===== src/jfq_pkg.sv =====
// shared types, constants and codes for the job queue with keyed removal
// no dependencies
package jfq_pkg;

    localparam int QUEUE_DEPTH = 64;
    localparam int TASK_W      = 32;
    localparam int PID_W       = 23;
    localparam int STATUS_W    = 2;
    localparam int FUNC_W      = 2;
    localparam int COUNT_W     = $clog2(QUEUE_DEPTH + 1);
    localparam int GROUP_SIZE  = 8;
    localparam int NUM_GROUPS  = (QUEUE_DEPTH + GROUP_SIZE - 1) / GROUP_SIZE;
    localparam int PAD_DEPTH   = NUM_GROUPS * GROUP_SIZE;

    localparam logic [FUNC_W-1:0] FUNC_PUSH = 2'd0;
    localparam logic [FUNC_W-1:0] FUNC_POP  = 2'd1;
    localparam logic [FUNC_W-1:0] FUNC_FIND = 2'd2;

    localparam logic [STATUS_W-1:0] STATUS_DONE = 2'd0;
    localparam logic [STATUS_W-1:0] STATUS_FULL = 2'd1;
    localparam logic [STATUS_W-1:0] STATUS_NONE = 2'd2;

    typedef enum logic [1:0] {
        ST_IDLE  = 2'b01,
        ST_APPLY = 2'b10
    } state_t;

    typedef struct packed {
        logic capture;
        logic active;
        logic load;
        logic shift;
    } cell_ctl_t;

    typedef struct packed {
        logic [TASK_W-1:0]       tid;
        logic signed [PID_W-1:0] pid;
        logic                    tid_on;
        logic                    pid_on;
    } search_key_t;

endpackage


===== src/jfq_cell.sv =====
// one queue slot: holds a task id and pid, compares them with the search key
// and takes the newer neighbor's entry when the gap closes; uses jfq_pkg
module jfq_cell
    import jfq_pkg::*;
(
    input  logic                    clk,
    input  logic                    rst_n,
    input  cell_ctl_t               ctl,
    input  search_key_t             key,
    input  logic [TASK_W-1:0]       push_tid,
    input  logic signed [PID_W-1:0] push_pid,
    input  logic [TASK_W-1:0]       nbr_tid,
    input  logic signed [PID_W-1:0] nbr_pid,
    output logic [TASK_W-1:0]       tid,
    output logic signed [PID_W-1:0] pid,
    output logic                    hit,
    output logic                    match
);

    logic [TASK_W-1:0]       tid_reg;
    logic signed [PID_W-1:0] pid_reg;
    logic                    match_reg;

    assign hit = ctl.active
        && ((key.pid_on && (pid_reg == key.pid)) || (key.tid_on && (tid_reg == key.tid)));

    always_ff @(posedge clk or negedge rst_n)
    begin
        if (!rst_n)
        begin
            match_reg <= 1'b0;
        end
        else if (ctl.capture)
        begin
            match_reg <= hit;
        end
    end

    always_ff @(posedge clk)
    begin
        if (ctl.load)
        begin
            tid_reg <= push_tid;
            pid_reg <= push_pid;
        end
        else if (ctl.shift)
        begin
            tid_reg <= nbr_tid;
            pid_reg <= nbr_pid;
        end
    end

    assign tid   = tid_reg;
    assign pid   = pid_reg;
    assign match = match_reg;

endmodule


===== config.mk =====
export PLATFORM = sky130hd
export DESIGN_NAME = jfq_cell
export DESIGN_NICKNAME = d
export VERILOG_FILES = /design/src/jfq_pkg.sv /design/src/jfq_cell.sv
export SDC_FILE = /design/constraint.sdc
export NUM_CORES = 1
export LEC_CHECK = 0
export BUFFER_PORTS_ARGS = -buffer_cell sky130_fd_sc_hd__clkbuf_2
export CAP_MARGIN = 10
export CELL_PAD_IN_SITES_DETAIL_PLACEMENT = 1
export CELL_PAD_IN_SITES_GLOBAL_PLACEMENT = 1
export CORE_ASPECT_RATIO = 0.75
export CORE_MARGIN = 8
export CORE_UTILIZATION = 30
export DETAILED_ROUTE_END_ITERATION = 7
export GPL_ROUTABILITY_DRIVEN = 0
export GPL_TIMING_DRIVEN = 0
export HOLD_SLACK_MARGIN = 0.06
export PLACE_DENSITY = 0.81
export SKIP_CTS_REPAIR_TIMING = 1
export SYNTH_ARGS = -nofsm -noshare
export SYNTH_HDL_FRONTEND = slang
export SYNTH_SLANG_ARGS = --single-unit
export TNS_END_PERCENT = 10

===== constraint.sdc =====
create_clock -name clk -period 2.3 [get_ports clk]
set_input_delay 0.115 -clock clk [delete_from_list [all_inputs] [get_ports clk]]
set_output_delay 0.115 -clock clk [all_outputs]
set_load 0.05 [all_outputs]

==> results list, run 1 <==
- The first global-routing pass estimated 17740 um of wire.
* Proportion of synthesized area in mux cells: 0.2027
- For this run, the share of the core covered by cells in the final layout is 0.4583.
- Post-detailed-route via-to-cell ratio: about 4.7
- Total number of yosys warnings: 0
- Post-Syn Nets: about 390
- The worst register-to-register path ends at match.
- CORE AREA: between 10000 and 15000 sq um
- Share of layout cells above drive strength 1: 0.6667
- Mean instance size in the synthesized netlist: between 10 and 15 sq um
- The initial antenna violation count is 0.
- Max-cap viol count: 0
* Minimum setup slack among reg-to-reg paths: ~0.4 ns
* Clock tree from TritonCTS: built
- Combinational family with the most area after synthesis: multiplexers
* Critical Path Sink: hit
* Maximum VDD drop: 291.8 uV
- For the pin with the worst max-slew slack, the measured transition is between 0.6 and 0.7 ns.
- Area share of fa/ha/maj cells after synthesis: 0
* Worst-case headroom to the max-slew limit: 0.5596
- The floorplan has 32 rows.
* Crit path max-delay family: simple AND/OR/NAND/NOR gates
- STA classifies the critical path endpoint as an output port.
* P&R area growth vs syn: 50.14%
* Crit start category: flip-flop
- After synthesis the netlist holds a flip-flop and latch count of 56.
- GRT Residual Overflow: 0
- Period utilization: 0.9868
- Setup slack after placement: -0.2300 ns
* Post-CTS clock slew at the launch and capture registers of the worst setup and hold paths: about 0.08 ns
- The count of final max-slew check failures is 0.
- Setup slack on the critical path of the routed design comes to 0.03026 ns.
- The share of the Yosys chip area taken by registers is 0.5401.
* Worst hold slack: roughly 0.12 ns
- Entering global routing, the biggest net connects 29 pins.
- For this run, the total global-route usage over all layers was measured as 0.1635.
* Depth of the CTS H-tree: 2
- Across all layers, the routed design uses 2762 vias.
- Master cell of the clock root buffer: sky130_fd_sc_hd__clkbuf_16
- Based on the critical path, the design can be clocked at up to 440.6 MHz.
* Bufs on Longest Clock Path: 2
- Result of the run: completed
- Leakage power total: ~2.1 nW
- Summed over all layers, the routed wires come to 11980 um.
- Number of global-route vias before repair: around 3200
- The most critical setup path has its startpoint at tid[22].
* Power density of the placed cells: 697.4 nW/um^2
* Instance count of the mapped netlist: about 220
- The compound-gate portion of the synthesized area came to 0.006852.
- The library cell used most frequently in the layout, excluding fill and tap cells, is sky130_fd_sc_hd__clkbuf_2.
- Count of cell types in the netlist: 22
* Hold Crit Class: in -> reg
- Cells along the critical path: xor2_1 -> nor4_1 -> nand3_1 -> nor4_4 -> o21a_1 -> clkbuf_4
- Required time of the critical path: roughly 2.2 ns
- ANT nets after route: 0
- The initial utilization of the core area, before any placement, comes to 0.3052.
- Total number of clock tree sinks: between 50 and 60
- By startpoint and endpoint, the worst setup path is classified as reg -> out.
- The floorplan step defined a die boundary enclosing approximately 14000 sq um.
- The worst path needs roughly 2.3 ns of the cycle, external delays included.
- Along the worst path, the maximum fanout reaches 2.
- DRC violations left: 0
- TritonCTS created 5 clock buffers.
* Longest individual stage delay on the worst path: approximately 0.41 ns
- R2R cell count: 5
- Insertion delay to the later sink of the worst-skew pair: 0.29 ns
* Most used cells in the layout excluding fill and tap cells: sky130_fd_sc_hd__clkbuf_2 (227), sky130_fd_sc_hd__mux2_2 (55), sky130_fd_sc_hd__edfxtp_1 (55), sky130_fd_sc_hd__xor2_1 (45), sky130_fd_sc_hd__nor4_1 (12)
- Simple-gate share of the synthesized area: 0.08666
- between 200 and 250 I/O pins were placed.
- Post-synthesis cell area: between 3000 and 4000 sq um
- At the end of the flow, the number of nets in the layout was between 600 and 700.
- Worst reg2reg startpoint: tid[14]
- Setup violations remaining at the end of the flow were counted as 0.
- Counting the fill cells in the layout gives 1159.
* Antenna diode count: 0
* Count of buffering cells on the critical path with inverters included: 1
- Endpoints failing hold: 0
- Worst Skew: ~0.0049 ns
- I/O Buffers: 228
* Critical-path top delay cell: sky130_fd_sc_hd__edfxtp_1
- The critical path runs through a total of 6 cells.
- The register with the most flip-flops in the layout has 32 of them.
- Data arrival time of the critical path: ~2.2 ns
- Horizontal die dimension: 133.5 um
- Of the total synthesized cell area, the portion taken by XOR and XNOR cells is 0.1552.
- Dividing the detail-routed wire length by the instance count gives a little over 20 um.
- Detailed placement finished with a half-perimeter wire length of 10340 um.
- Initial DRC Count: 68
- The die is 104.1 um tall.
* TritonRoute pass-1 iters: 4
[area by class of cell]
class,count,area [sq um],share of cell area
flip-flops and latches,56,1677,0.3597
multi-input cells,156,1450,0.3111
repair buffers,230,1174,0.2518
well taps,136,170.2,0.03651
clock buffers,6,128.9,0.02765
clock inverters,2,35.03,0.007517
plain buffers,6,26.28,0.005638
[through the flow]
step / setup TNS, ns / instance area, sq um / std cells / power, mW
after global routing: -0.02476 / 4661 / 592 / 3.368
after detailed placement: -6.368 / 4436 / 583 / 2.386
after floorplan: 0 / 3104 / 218 / 2.010
after CTS: -0.2226 / 4599 / 591 / 3.267
after global placement: -22.52 / 4415 / 582 / 2.350
final: 0 / 4661 / 592 / 3.251
[synth_stat cells, drive strengths merged]
library cell,count,area share
or2,1,0.0020
edfxtp,55,0.53
nor4b,1,0.0048
mux2,55,0.20
a21oi,1,0.0016
o21a,1,0.0024
buf,3,0.0048
mux2i,1,0.0032
clkbuf,3,0.0036
dfrtp,1,0.0081
nor4,20,0.044
nor3,3,0.0048
nor2,2,0.0024
xor2,45,0.13
nand2,2,0.0024
xnor2,10,0.028
or4,1,0.0024
o31a,1,0.0028
nand4b,1,0.0028
nand3,4,0.0064
nand4,7,0.014
[per-layer routing]
metal / global-route usage / part of all wire / vias to the layer above
li1: - / - / 1304
met1: 0.1803 / 0.39 / 1328
met2: 0.2907 / 0.51 / 118
met3: 0.05743 / 0.077 / 12
met4: 0.04476 / 0.017 / 0
met5: 0 / 0 / -
[worst min-delay path by stage]
stage	to	start	depth (start not counted)	slack (ns)
floorplan	match	rst_n	0	-0.18
global placement	match	rst_n	1	-0.11
detailed placement	match	rst_n	1	-0.11
CTS	match	rst_n	1	-0.42
global route	tid[17]	nbr_tid[17]	2	0.11
finish	pid[4]	nbr_pid[4]	2	0.12
[logic make-up (layout without fill, tap and decap cells)]
kind of cell	after synthesis	count (layout)
AO/OA/AOI/OAI	3	3
XOR/XNOR	55	55
buffers and inverters	6	244
flip-flops	56	56
multiplexers	56	56
AND/OR/NAND/NOR	42	42
[power breakdown]
group          total, mW  switching (mW)  internal (mW)
registers           1.33          0.0778           1.25
clock network      0.875           0.361          0.514
logic               1.04           0.705          0.338
Power figures use the tool's default switching activity.
==> run 2, diff against run 1 <==
--- a/config.mk
+++ b/config.mk
@@ -12,11 +12,12 @@
 export CORE_ASPECT_RATIO = 0.75
 export CORE_MARGIN = 8
 export CORE_UTILIZATION = 30
+export CTS_CLUSTER_SIZE = 12
 export DETAILED_ROUTE_END_ITERATION = 7
 export GPL_ROUTABILITY_DRIVEN = 0
 export GPL_TIMING_DRIVEN = 0
 export HOLD_SLACK_MARGIN = 0.06
-export PLACE_DENSITY = 0.81
+export PLACE_DENSITY_LB_ADDON = 0.1
 export SKIP_CTS_REPAIR_TIMING = 1
 export SYNTH_ARGS = -nofsm -noshare
 export SYNTH_HDL_FRONTEND = slang
==> run 2 against run 1 <==
Effect of this change:
- register-to-register slack better by 0.05 ns
- sequential power is essentially flat
- count of clock-buffer cells in the layout grew 1
- final area fell by 0.51%
- via count fell by 0.87%
- combinational power about the same
- clock power up 7.3%
- clock skew decreased by 0.0016 ns
- sequential share of layout area up 0.18 points
==> results list, run 2 (synthesis results as in run 1) <==
- Result of the run: completed (unchanged).
- The start point of the worst min-delay path is push_tid[6] (was nbr_pid[4]).
- The max-cap check violation count was 0 (unchanged).
- The data arrival at the endpoint of the critical path was 2.04 ns (was 2.15 ns).
* Antenna diode count: 0 (unchanged)
- Period utilization: 0.9361 (was 0.9868)
- The post-route worst hold slack came to 0.1135 ns (was 0.1205 ns).
* Hpwl dp: 10160 um (was 10340 um)
- The total overflow reported by the global router is 0 (unchanged).
- The die outline height was 104.1 um (unchanged).
- The flip-flop count of the largest register, all copies and words added was 32 (unchanged).
- Final setup violation count: 0 (unchanged)
- Power density of the placed cells: 712.9 nW/um^2 (was 697.4 nW/um^2)
- Total number of clock tree sinks: 56 (unchanged)
* Fraction of the core area covered by cells at the end of the flow: 0.4560 (was 0.4583)
- The count of final max-slew check failures is 0 (unchanged).
- Worst reg2reg startpoint: tid[14] (unchanged)
- The peak clock frequency supported by timing was 464.5 MHz (was 440.6 MHz).
- Mean routed wirelength per cell: 19.79 um (was 20.24 um)
- The H-tree depth came to 2 (unchanged).
- Instance area after placement: 4436 sq um (unchanged)
- Post-detailed-route via-to-cell ratio: 4.625 (was 4.666)
- The all-layer global routing usage is 0.1652 (was 0.1635).
- TritonRoute pass-1 iters: 4 (unchanged)
* Insertion delay to the later sink of the worst-skew pair: 0.29 ns (about the same)
* R2R cell count: 5 (unchanged)
- The clock tree from TritonCTS is built (unchanged).
* Endpoints failing hold: 0 (unchanged)
- Number of stages on the worst hold path: 2 (unchanged)
- Total via count after detailed routing: 2738 (was 2762)
- ANT nets after route: 0 (unchanged)
- The time the worst path needs with I/O delays and setup is 2.153 ns (was 2.270 ns).
- Setup repair after global routing missed its margin: no
- The TritonCTS buffer count is 5 (unchanged).
- The critical path class is reg -> out (unchanged).
* Number of global-route vias before repair: 3207 (was 3231)
- Number of standard cells in the final layout excluding fillers: 592 (unchanged)
* Crit Reg-Reg Endpoint: match (unchanged)
- Starting density of the core: 0.3052 (unchanged)
- Initial DRC Count: 68 (unchanged)
* Worst-case headroom to the max-slew limit: 0.5936 (was 0.5596)
- The final routed DRC violation total is 0 (unchanged).
- The post-detailed-routing wire length was 11720 um (was 11980 um).
* Master cell of the clock root buffer: sky130_fd_sc_hd__clkbuf_16 (unchanged)
- Number of placed instances, taps included: 583 (unchanged)
* Worst Skew: 0.003306 ns (was 0.004879 ns)
* I/O Buffers: 228 (unchanged)
- The net total in the final layout came to 628 (unchanged).
- Post-CTS clock slew at the launch and capture registers of the worst setup and hold paths: 0.07 ns (was 0.08 ns)
* Crit start category: flip-flop (unchanged)
- The maximum vdd ir drop came to 366.2 uV (was 291.8 uV).
- The fraction of layout instances using a drive strength above 1 is 0.6579 (was 0.6667).
- The I/O pin total was 230 (unchanged).
* P&R area growth vs syn: 49.38% (was 50.14%)
* CORE AREA: 10170 sq um (unchanged)
- The slew at the pin closest to its max-slew limit came to 0.6095 ns (was 0.6606 ns).
- Most used cells in the layout excluding fill and tap cells: sky130_fd_sc_hd__clkbuf_2 (227), sky130_fd_sc_hd__mux2_2 (55), sky130_fd_sc_hd__edfxtp_1 (55), sky130_fd_sc_hd__xor2_1 (45), sky130_fd_sc_hd__nor4_1 (17) (was sky130_fd_sc_hd__clkbuf_2 (227), sky130_fd_sc_hd__mux2_2 (55), sky130_fd_sc_hd__edfxtp_1 (55), sky130_fd_sc_hd__xor2_1 (45), sky130_fd_sc_hd__nor4_1 (12))
* Bufs on Longest Clock Path: 2 (unchanged)
- The initial antenna violation count came to 0 (unchanged).
- Pin count of the biggest net entering global routing: 35 (was 29)
- First-pass GRT wire length: 17740 um (unchanged)
- Crit path capture type: output port (unchanged)
- Highest fanout seen on the critical path: 2 (unchanged)
- Die Footprint: 13890 sq um (unchanged)
- The cell area after layout is 4637 sq um (was 4661 sq um).
* Required time of the critical path: 2.18 ns (about the same)
* Min-Delay Endpoint: tid[6] (was pid[4])
* Most common cell after layout, fill and taps aside: sky130_fd_sc_hd__clkbuf_2 (unchanged)
* Leakage power total: 2.111 nW (was 2.117 nW)
* Minimum setup slack among reg-to-reg paths: 0.45 ns (was 0.40 ns)
- The die width was 133.5 um (unchanged).
- The number of rows in the core area was 32 (unchanged).
* Hold Crit Class: in -> reg (unchanged)
## run 2: critical path: stages, from the launching register on
cell and delay, ns:
sky130_fd_sc_hd__edfxtp_1 0.41, sky130_fd_sc_hd__xor2_1 0.18, sky130_fd_sc_hd__nor4_1 0.33, sky130_fd_sc_hd__nand4_1 0.16
sky130_fd_sc_hd__nor4_2 0.26, sky130_fd_sc_hd__o21a_1 0.17, sky130_fd_sc_hd__clkbuf_4 0.23
## run 2: area by class of cell
type / instances / area, sq um
plain buffers: 6 / 26.28
repair buffers: 230 / 1174
multi-input cells: 156 / 1408
well taps: 136 / 170.2
fillers: 1169 / 5533
clock buffers: 7 / 152.6
flip-flops and latches: 56 / 1677
clock inverters: 1 / 30.03
## run 2: metal layers
metal  global-route usage  wire, um  share of wire  vias to the layer above
met5                    0         0              0                        -
met4              0.03837       138          0.012                        0
met3              0.06274       962          0.082                       11
met2               0.2710      5662           0.48                      130
met1               0.2002      4955           0.42                     1289
li1                     -         -              -                     1308
## run 2: worst max-delay path by stage
stage,to,cells past startpoint,start
2_1_floorplan,hit,5,tid[30]
3_3_place_gp,tid[17],3,ctl[1]
3_5_place_dp,tid[17],4,ctl[1]
4_1_cts,hit,6,tid[20]
5_1_grt,hit,6,tid[21]
6_report,hit,6,tid[12]
## run 2: power breakdown
part           leakage [nW]  internal (mW)  switching [mW]  total, mW
clock                0.0901          0.575           0.364      0.939
sequential            0.574           1.25          0.0757       1.33
combinational          1.45          0.335           0.702       1.04
total                  2.11           2.16            1.14       3.31
## run 2: through the flow
step           total power, mW  TNS (ns)  setup WS, ns
2_1_floorplan            2.010         0        0.2323
3_3_place_gp             2.372    -28.30       -0.5194
3_5_place_dp             2.396    -4.450       -0.1350
4_1_cts                  3.343  -0.06849      -0.06849
5_1_grt                  3.441         0       0.01877
6_report                 3.306         0        0.1470
